--- src/tcw_pkg.sv ---
`default_nettype none

package tcw_pkg;

   localparam int DEF_ROWS = 25;
   localparam int DEF_COLS = 80;

   localparam logic [1:0] CMD_PUT   = 2'd0;
   localparam logic [1:0] CMD_WRITE = 2'd1;
   localparam logic [1:0] CMD_SETCUR = 2'd2;
   localparam logic [1:0] CMD_READ  = 2'd3;

   localparam logic [7:0] CHAR_NEWLINE   = 8'h0A;
   localparam logic [7:0] CHAR_BACKSPACE = 8'h08;
   localparam logic [7:0] BLANK_CHAR     = 8'h20;
   localparam logic [7:0] BLANK_ATTR     = 8'h07;
   localparam logic [15:0] BLANK_CELL    = {BLANK_ATTR, BLANK_CHAR};

   localparam int REQ_DATA_W = 32;
   localparam int RSP_DATA_W = 32;

   typedef struct packed {
      logic clear;
      logic capture;
      logic exec;
      logic scroll;
      logic load;
   } tcw_cmd_type;

   typedef struct packed {
      logic cnt_last;
      logic cnt_end;
      logic scroll_req;
   } tcw_status_type;

endpackage

`default_nettype wire

--- src/tcw_ctrl.sv ---
`default_nettype none

module tcw_ctrl (
   input  wire logic                    clock,
   input  wire logic                    reset,
   input  wire logic                    req_tvalid,
   output logic                         req_tready,
   output logic                         rsp_tvalid,
   input  wire logic                    rsp_tready,
   input  wire tcw_pkg::tcw_status_type sts,
   output tcw_pkg::tcw_cmd_type         cmd
);

   import tcw_pkg::*;

   localparam logic [2:0] S_CLEAR  = 3'd0;
   localparam logic [2:0] S_IDLE   = 3'd1;
   localparam logic [2:0] S_EXEC   = 3'd2;
   localparam logic [2:0] S_SCROLL = 3'd3;
   localparam logic [2:0] S_DONE   = 3'd4;

   logic [2:0] state_ff, state_in;
   logic       rsp_valid_ff, rsp_valid_in;
   logic       out_free;

   assign out_free    = !rsp_valid_ff || rsp_tready;
   assign req_tready  = (state_ff == S_IDLE) || ((state_ff == S_DONE) && out_free);
   assign rsp_tvalid  = rsp_valid_ff;

   always_comb begin
      cmd.clear   = (state_ff == S_CLEAR);
      cmd.capture = req_tvalid && req_tready;
      cmd.exec    = (state_ff == S_EXEC);
      cmd.scroll  = (state_ff == S_SCROLL);
      cmd.load    = (state_ff == S_DONE) && out_free;
   end

   always_comb begin
      state_in = state_ff;
      unique case (state_ff)
         S_CLEAR:  if (sts.cnt_last) state_in = S_IDLE;
         S_IDLE:   if (cmd.capture) state_in = S_EXEC;
         S_EXEC:   state_in = sts.scroll_req ? S_SCROLL : S_DONE;
         S_SCROLL: if (sts.cnt_end) state_in = S_DONE;
         S_DONE: begin
            if (cmd.load) begin
               state_in = cmd.capture ? S_EXEC : S_IDLE;
            end
         end
         default:  state_in = S_IDLE;
      endcase
   end

   always_comb begin
      if (cmd.load) begin
         rsp_valid_in = 1'b1;
      end else if (rsp_tready) begin
         rsp_valid_in = 1'b0;
      end else begin
         rsp_valid_in = rsp_valid_ff;
      end
   end

   always_ff @(posedge clock) begin
      if (reset) begin
         state_ff     <= S_CLEAR;
         rsp_valid_ff <= 1'b0;
      end else begin
         state_ff     <= state_in;
         rsp_valid_ff <= rsp_valid_in;
      end
   end

endmodule

`default_nettype wire

--- config.mk ---
export PLATFORM = sky130hd
export DESIGN_NAME = tcw_ctrl
export DESIGN_NICKNAME = d
export VERILOG_FILES = /design/src/tcw_pkg.sv /design/src/tcw_ctrl.sv
export SDC_FILE = /design/constraint.sdc
export NUM_CORES = 1
export LEC_CHECK = 0
export BUFFER_PORTS_ARGS = -buffer_cell sky130_fd_sc_hd__buf_2
export CAP_MARGIN = 5
export CORE_AREA = 10 10 47 49
export DETAILED_ROUTE_END_ITERATION = 16
export DIE_AREA = 0 0 57 59
export SLEW_MARGIN = 40
export SYNTH_ARGS = -nofsm -noshare
export SYNTH_HDL_FRONTEND = slang
export SYNTH_SLANG_ARGS = --single-unit
--- constraint.sdc ---
create_clock -name clock -period 3.8 [get_ports clock]
set_input_delay 0.19 -clock clock [delete_from_list [all_inputs] [get_ports clock]]
set_output_delay 0.19 -clock clock [all_outputs]
set_load 0.005 [all_outputs]
### Word-level counts from Yosys, hierarchy flattened

Index checks and enable logic that the tools add are counted.

| word-level totals | value |
|---|---|
| register bits after elaboration | 4 |
| bits in latches | 0 |
| RAM bits | 0 |
| memory bits (read-only) | 0 |
| input bits | 7 |
| output and inout bits | 7 |
| memories kept | 0 |

| operators by class | value |
|---|---|
| add/subtract/negate cells | 0 |
| $mul | 0 |
| divide/modulo/power cells | 0 |
| magnitude comparators | 0 |
| equal/unequal tests | 8 |
| shift-type cells | 0 |
| muxes and demuxes | 9 |
| bitwise gates (word level) | 0 |
| reduce and logical (&&, ||, !) cells | 8 |

Operators with widths:

| cell | count |
|---|---|
| 3-bit two-way mux | 5 |
| 3-bit one-hot mux with 5 select lines | 1 |
| 2-bit != test (second input constant) | 4 |
| 3-bit by 2-bit == test with 1-bit output (second input constant) | 2 |
| 4-bit AND reduction | 1 |
| 3-bit by 1-bit == test with 1-bit output (second input constant) | 1 |
| 3-bit == test (second input constant) | 1 |
| 3-bit logical NOT | 1 |
| 1-bit logical AND | 2 |
| 1-bit logical OR | 2 |
| 1-bit two-way mux | 2 |
| 2-bit two-way mux | 1 |
| 2-bit nonzero test | 1 |
| 1-bit logical NOT | 1 |

### Longest topological paths before layout

Gate-level depths: netlist (run 1).

| depth | value |
|---|---|
| depth after elaboration | 8 |
| mapped depth | 5 |
| gate-level depth less buffers | 4 |

### Worst setup path after synthesis (run 1)

OpenSTA, ideal clock, no wires.

| timing path | value |
|---|---|
| kind | register to register |
| start point | register state_ff[2] |
| end point | register state_ff[0] |
| library setup time | 0.115 ns |
| arrival time | 1.135 ns |
| required time | 3.685 ns |
| path slack | 2.551 ns |
| stages on the path, launching flop included | 6 |
| period minus slack after synthesis | 1.249 ns |
| path through | dfxtp_1 buf_6 or3b_4 nor2_2 nor2_1 o21a_1 |

| between the ends | value |
|---|---|
| word-level cells in the longest chain between the ends | 7 |
| elaborated cells between the ends (all ways) | 16 |

Ends and longest elaborated chain:

| what | RTL line | text |
|---|---|---|
| start: declaration | tcw_ctrl.sv:22 | `logic [2:0] state_ff, state_in;` |
| start signal: assignment | tcw_ctrl.sv:69 | `state_ff <= state_in;` |
| 3-bit == test | tcw_ctrl.sv:27, tcw_ctrl.sv:35, tcw_ctrl.sv:40 |  |
| 1-bit logical AND | tcw_ctrl.sv:27, tcw_ctrl.sv:35 |  |
| 1-bit logical OR | tcw_ctrl.sv:27 | `assign req_tready = (state_ff == S_IDLE) \|\| ((state_ff == S_DONE) && out_free);` |
| 1-bit logical AND | tcw_ctrl.sv:32 | `cmd.capture = req_tvalid && req_tready;` |
| 2-bit two-way mux | tcw_ctrl.sv:47 | `state_in = cmd.capture ? S_EXEC : S_IDLE;` |
| 3-bit two-way mux | tcw_ctrl.sv:46 | `if (cmd.load) begin` |
| 3-bit one-hot mux with 5 select lines | tcw_ctrl.sv:40 | `unique case (state_ff)` |

Parallel ways exist; a longest one is shown, timed or not. The select of a mux whose other input is x is not followed.
A chain may end at the register's enable or synchronous reset.

==> results of run 1 <==
-- area by class of cell --
type | count | area [um2]
Fill cell | 173 | 995
Multi-Input combinational cell | 34 | 215
Sequential cell | 4 | 80.1
Timing Repair Buffer | 13 | 65.1
Clock buffer | 3 | 22.5
Tap cell | 16 | 20.0
Inverter | 1 | 3.75
-- per-layer routing --
metal	part of all wire [%]	wire length [um]
met3	11	85
met1	42	339
met5	0	0
met2	47	377
met4	0	0
-- layout by cell type, fill, tap and decap left out --
master / synthesis / routed
nor2_1: 4 / 4
and2_1: 2 / 2
o2bb2ai_1: 1 / 1
inv_1: 1 / 1
nand3b_1: 1 / 1
nor2_2: 1 / 1
and2b_1: 1 / 1
mux2i_1: 1 / 1
o21ai_0: 1 / 1
clkbuf_4: 0 / 3
nor3_1: 2 / 2
nand2_1: 1 / 1
o21a_1: 1 / 1
nand2b_1: 5 / 5
o32ai_1: 1 / 1
o32a_1: 1 / 1
o22ai_1: 1 / 1
a21oi_1: 4 / 4
nor2b_1: 4 / 4
dfxtp_1: 4 / 4
a21oi_2: 1 / 1
or3b_4: 1 / 1
buf_2: 1 / 13
-- Yosys cell counts (all sizes together) --
| cell type | instances |
|---|---|
| o22ai | 1 |
| or3b | 1 |
| nor3 | 2 |
| o21a | 1 |
| nand3b | 1 |
| and2b | 1 |
| inv | 1 |
| o2bb2ai | 1 |
| and2 | 2 |
| buf | 3 |
| a21oi | 5 |
| nand2b | 5 |
| nand2 | 1 |
| nor2b | 4 |
| mux2i | 1 |
| o21ai | 1 |
| nor2 | 5 |
| o32ai | 1 |
| o32a | 1 |
| dfxtp | 4 |
-- report_power, final --
part / switching (W) / total, W / leakage [nW] / internal (W)
Sequential: 0.00000389 / 0.0000478 / 0.0325 / 0.0000439
Combinational: 0.0000103 / 0.0000222 / 0.130 / 0.0000118
Clock: 0.0000175 / 0.0000529 / 0.0138 / 0.0000353
-- state kept, by name, indices dropped and copies added, names as in the netlist --
name and count:
rsp_tvalid 1, state_ff 3
-- cell families (layout without fill, tap and decap cells) --
group           after synthesis  count (layout)  share of synthesized area, %
compound gates               11              11                          23.3
buf+inv                       4              17                          8.53
flops                         4               4                          24.8
mux                           1               1                          3.10
simple gates                 22              22                          40.3
-- how the worst max path moves through the flow --
stage                     start           to  slack (ns)  depth (start not counted)
global route        state_ff[2]       cmd[0]        2.10                          3
floorplan           state_ff[2]  state_ff[0]        2.55                          5
finish              state_ff[2]       cmd[0]        2.21                          3
global placement    state_ff[2]  state_ff[0]        2.47                          4
CTS                 state_ff[2]       cmd[0]        2.19                          3
detailed placement  state_ff[2]  state_ff[0]        2.43                          4
-- stage by stage --
| step | util, % | worst slack [ns] | total power (W) | hold WS (ns) | cell area, um2 |
|---|---|---|---|---|---|
| floorplan | - | 2.55 | 0.0000614 | 0.252 | 323 |
| global placement | 27.4 | 2.47 | 0.0000707 | 0.402 | 384 |
| detailed placement | 27.4 | 2.43 | 0.0000707 | 0.401 | 384 |
| CTS | 29.0 | 2.19 | 0.000126 | 0.154 | 407 |
| global route | 29.0 | 2.10 | 0.000132 | 0.159 | 407 |
| finish | 29.0 | 2.21 | 0.000123 | 0.158 | 407 |
==> results, run 1 <==
- The worst hold path belongs to the class in2reg.
- The fraction of final layout cells sized beyond drive strength 1 is 34.5%.
- From synthesis to final layout, the design area changed by 26.0%.
- For met1 alone, demand over resource in global routing was 4.98%.
- At the end of the flow, the number of nets in the layout was 64.
- The critical path is of the reg2out type.
- The maximum clock path buffer count is 2.
- The data arrival time of the critical path is 1.40 ns.
- The number of antenna violations at the first check in global routing is 0.
- Clock tree synthesis inserted a total of 3 buffers.
- The CTS clock-pin slew for the worst setup and hold paths is 0.04 ns.
- The number of DRC violations after detailed-routing iteration 0 is 5.
- Counting every sink on the clock net gives 4.
- The largest single stage delay on the critical path is 0.46 ns.
- In this run the number of H-tree levels came out at 1.
- The worst path needs 1.59 ns of the cycle, external delays included.
- The core region area is 1400 um2.
- The worst-case register-to-register setup slack is 2.42 ns.
- The TritonCTS clock tree is yes.
- The via count of the first global-routing pass is 328.
- The mean instance size in the synthesized netlist is 7.69 um2.
- The synthesized instance count is 42.
- The worst-path cell with the longest stage delay is dfxtp_1.
- The y dimension of the die is 59 um.
- The worst pin sits at a relative slew slack of 77.8%.
- In this run the clock root is driven by a clkbuf_4.
- Once placement completed, the tool counted placed cells totaling 68.
- The die boundary width is 57 um.
- Sorting the synthesized cells by area gives the leading types as dfxtp_1 25%, nand2b_1 9.7%, nor2b_1 7.8%.
- The clock insertion delay at the later pin of the skew report is 0.24 ns.
- For this block, the via count after detailed routing is 326.
- The effective utilization at floorplan is 23.0%.
- Buffers inserted to repair hold after CTS numbered 0.
- The number of instances resized during post-cts repair is 0.
- The cell family with the largest share of critical-path delay is simple AND/OR/NAND/NOR gates.
- The number of antenna diodes in the final layout is 0.
- In the routed design, unresolved DRC markers number 0.
- The number of cells on the worst reg-to-reg path is 4.
- The ratio of final minimum period to clock period is 42.0%.
- The Yosys step of the flow raised 0 warnings.
- The count of endpoints failing hold in the final timing report is 0.
- The sequential cell area fraction in the yosys report is 24.8%.
- Counting both buffers and inverters, the worst setup path holds a total of 1.
- The total of endpoints with negative setup slack in the final report is 0.
- The endpoint of the worst hold-timing path is state_ff[1].
- The transition time at the pin with the least slew margin is 0.332 ns.
- 14 I/O pins were placed.
- For this design the static power due to leakage is 0.176 nW.
- Once detail routing completed, the nets flagged for antenna violations numbered 0.
- The worst path required time is 3.61 ns.
- Global routing finished with a remaining overflow of 0.
- The flow ran to the end, and the final reports show no timing, DRC or antenna violations.
- The launching element type of the critical path is a register.
- The leading area contributor after synthesis is dfxtp_1.
- In the routed layout, each cell is associated on average with a via count of 4.59.
- After synthesis the cells add up to 323 um2.
- The die covers 3360 um2.
- The endpoint type of the worst setup path is a primary output.
- The global routing stage identified its most utilized layer as met2.
- The number of detailed-routing iterations run before antenna repair is 4.
- The signal on the critical path passes through or3b_4, nor2_2, buf_2.
- Along the worst path, the maximum fanout reaches 10.
- In this run the power density over the cells is 302 nW/um2.
- The startpoint identified for the worst register-to-register timing path is state_ff[2].
- The hold-critical path depth is 2.
- Adding up every negative setup slack in the final design gives 0 ns.
- The buffer count from post-CTS setup fixing is 0.
- Setup repair after global routing left no endpoint under its margin.
- Static timing analysis puts the maximum clock frequency at 627 MHz.
- The wire-length estimate of the detail-placed layout is 674 um.
- The number of I/O port buffers is 13.
- The met2 global-route usage is 6.67%.
- The register bit total from synthesis is 4.
- The number of placement rows is 14.
- The number of nets produced by synthesis is 49.
- At the end of routability-driven placement, the weighted congestion stood at 0.706.
- The total wirelength of the detailed-routed design is 802 um.
- The worst ir drop on vdd is 0.0810 mV.
- The worst hold path startpoint is reset.
- The maximum number of pins on one net before global-route repair is 12.
- The max-slew violation count is 0.
- For this run, global-route usage on met3 was measured as 3.43%.
- The global-route wire length before repair is 1280 um.
- The overall routing resource usage is 4.62%.
- The number of library cell types mapped by synthesis is 24.
- Across the routed clock network, the largest skew measured is 0.00281 ns.
- Leaving out filler cells and counting taps, the final layout contains 71.
- The worst register-to-register path ends at state_ff[0].
- Across the run, the number of max-cap violations was 0.
- The area share of the leading cell type in the synthesized netlist is 24.8%.
- In the final routed layout, each cell accounts on average for 11.3 um.
Note: power is estimated with default switching activity, not from simulation.
==> run 2, diff against run 1 <==
==> constraint.sdc (replaced) <==
create_clock -name clock -period 1.5 [get_ports clock]
set_input_delay 0.075 -clock clock [delete_from_list [all_inputs] [get_ports clock]]
set_output_delay 0.075 -clock clock [all_outputs]
set_load 0.005 [all_outputs]
==> run 2 against run 1 <==
  * Clock-buffer cell count stayed put
  * Clock skew is 0.0043 ns higher
  * Design area is 2.2% higher
  * Sequential power grew to 2.5 times the previous value
  * Power grew to 2.7 times the previous value
  * Sequential share of layout area is 0.11 points lower
  * Register-to-register slack worse by 2.2 ns
  * Critical endpoint unchanged
  * Largest cell class unchanged
  * Highest routed layer is now met4
==> results, run 2 (synthesized netlist as in run 1, its figures left out) <==
- The sink count of the clock tree is 4 (unchanged).
- The number of buffers added by the clock tree synthesis step is 3 (unchanged).
- Based on the critical path, the design can be clocked at up to 716 MHz.
- The type of the worst setup path is reg2out.
- The accumulated negative setup slack was 0 ns (unchanged).
- The overall routing resource usage is 5.79% (+1.2 points).
- The clock insertion delay at the later pin of the skew report is 0.25 ns (about the same).
- The number of antenna violations at the first check in global routing is 0 (unchanged).
- state_ff holds more flip-flops than any other register.
- The path with the worst hold slack has its endpoint at state_ff[1].
- The worst register-to-register path begins at state_ff[1].
- The total global routing overflow is 0 (unchanged).
- The layout net count was 65 (+1.6%).
- The CTS clock-pin slew for the worst setup and hold paths is 0.04 ns (about the same).
- The placed wire-length estimate was 678 um (+0.70%).
- The placement-stage worst setup slack is 0.205 ns (-2.23 ns).
- The transition time at the pin with the least slew margin is 0.325 ns (-0.00681 ns).
- The worst max-slew margin expressed relative to the limit came to 78.3% (+0.42 points).
- The launching element type of the critical path is a register.
- The final critical-path setup slack is 0.104 ns (-2.10 ns).
- The y dimension of the die is 59 um (unchanged).
- The full die area is 3360 um2 (unchanged).
- The number of antenna diodes was 0 (unchanged).
- The number of DRC violations after detailed-routing iteration 0 is 14 (+9).
- The endpoint identified for the worst register-to-register timing path is state_ff[0].
- The number of buffers inserted for hold repair after clock tree synthesis is 0 (unchanged).
- The total of endpoints with negative setup slack in the final report is 0 (unchanged).
- The data arrival time of the critical path came to 1.32 ns (-0.08 ns).
- The number of top-level pins is 14 (unchanged).
- The clock tree skew after final layout is 0.00707 ns (+0.00425 ns).
- The largest stage delay on the critical path is 0.44 ns (-0.02 ns).
- The maximum number of pins on one net before global-route repair is 12 (unchanged).
- The global placement routability congestion was 0.815 (+15%).
- The endpoint type of the worst setup path is a primary output.
- The total number of H-tree levels came to 1 (unchanged).
- The power per cell area is 790 nW/um2 (+160%).
- The die boundary width is 57 um (unchanged).
- The average wire length per cell after detail routing came to 12.5 um (+11%).
- The ratio of final minimum period to clock period is 93.1%.
- The critical path goes through or3b_4, nor2_2, buf_2.
- The max-slew violation count is 0 (unchanged).
- The number of buffer and inverter instances along the worst setup path is 1 (unchanged).
- The worst path required time was 1.42 ns (-2.19 ns).
- The flip-flop count of the largest register, all copies and words added was 3 (unchanged).
- The number of I/O port buffers is 13 (unchanged).
- The via count of the first global-routing pass is 331 (+0.91%).
- The global-route wire length before repair is 1490 um (+17%).
- The count of maximum capacitance violations is 0 (unchanged).
- The maximum fanout along the worst path is 8 (-2).
- The maximum clock path buffer count was 2 (unchanged).
- The number of detailed-routing iterations run before antenna repair came to 4 (unchanged).
- The library cells used most frequently in the layout, excluding fill and tap cells, are 13 x buf_2, 5 x nand2b_1, 4 x nor2b_1, 4 x a21oi_1, 4 x nor2_1.
- The cell at the root of the clock tree is clkbuf_4.
- The effective utilization at floorplan came to 23.0% (unchanged).
- The instance count after placement with tap cells included is 69 (+1.5%).
- The non-filler instance count after layout was 72 (+1.4%).
- In this run the most critical hold path is launched from reset.
- The area growth from synthesis to layout is 28.7%.
- The number of placement rows was 14 (unchanged).
- The flow ran to the end, and the final reports show no timing, DRC or antenna violations.
- The worst-case register-to-register setup slack is 0.22 ns (-2.20 ns).
- The cell family with the largest share of critical-path delay is simple AND/OR/NAND/NOR gates.
- The class of the tightest hold or removal check is in2reg.
- The count of vias placed by the detailed router is 343 (+5.2%).
- The worst ir drop on vdd is 0.183 mV (+130%).
- The post-detailed-route via-to-cell ratio came to 4.76 (+3.8%).
- The core region area came to 1400 um2 (unchanged).
- The hold-critical path depth is 2 (unchanged).
- The total wirelength of the detailed-routed design is 902 um (+12%).
- The number of DRC violations after detailed routing is 0 (unchanged).
- The final core utilization is 29.6% (+0.62 points).
- The fraction of final layout cells sized beyond drive strength 1 is 37.5% (+3.0 points).
- The count of endpoints failing hold in the final timing report came to 0 (unchanged).
- Leaving out fill and tap cells, the most frequent cell in the layout is buf_2.
- The post-route antenna net violation count came to 0 (unchanged).
- The leakage component of the power came to 0.182 nW (+3.2%).
- The worst hold slack is 0.0518 ns (-0.106 ns).
- The worst-path cell with the longest stage delay is or3b_4.
- The time the final worst path needs with I/O delays and setup is 1.40 ns.
- The TritonCTS clock tree is yes.
- The number of cell instances on the worst register-to-register path came to 4 (unchanged).
- Setup repair after global routing left no endpoint under its margin.
[run 2: layer usage]
| layer | wire length [um] | global-route usage, % | part of all wire, % |
|---|---|---|---|
| met5 | 0 | 0 | 0 |
| met4 | 19 | 6.04 | 2.1 |
| met3 | 47 | 2.15 | 5.2 |
| met2 | 427 | 7.91 | 47 |
| met1 | 407 | 6.54 | 45 |
[run 2: repair_timing]
action / 4_1_cts / 5_1_grt
endpoints found under the setup margin: 0 / 1
resized for setup: 0 / 1
setup buffers: 0 / 0
[run 2: how the worst max path moves through the flow]
| stage | from | to | slack (ns) | depth (start not counted) |
|---|---|---|---|---|
| 2_1_floorplan | state_ff[2] | state_ff[0] | 0.25 | 5 |
| 3_3_place_gp | state_ff[0] | state_ff[1] | 0.23 | 4 |
| 3_5_place_dp | state_ff[0] | state_ff[0] | 0.20 | 4 |
| 4_1_cts | state_ff[0] | cmd[0] | 0.07 | 3 |
| 5_1_grt | state_ff[1] | cmd[0] | 0.004 | 3 |
| 6_report | state_ff[1] | cmd[0] | 0.10 | 3 |
[run 2: stage by stage]
| step | cell area [um2] | power [W] |
|---|---|---|
| after global placement | 392 | 0.000179 |
| after floorplan | 323 | 0.000156 |
| after detailed placement | 392 | 0.000179 |
| final | 415 | 0.000328 |
| after global routing | 415 | 0.000361 |
| after CTS | 414 | 0.000329 |
[run 2: report_power, final]
group	switching, W	internal, W	leakage [nW]
clock network	0.0000601	0.0000906	0.0138
logic	0.0000262	0.0000303	0.136
registers	0.00000943	0.000112	0.0328
total	0.0000956	0.000232	0.182
[run 2: area by class of cell]
type                            instances  area, um2
Clock buffer                            3       22.5
Inverter                                1       3.75
Multi-Input combinational cell         34        215
Timing Repair Buffer                   14       72.6
Tap cell                               16       20.0
Sequential cell                         4       81.3
Fill cell                             162        986
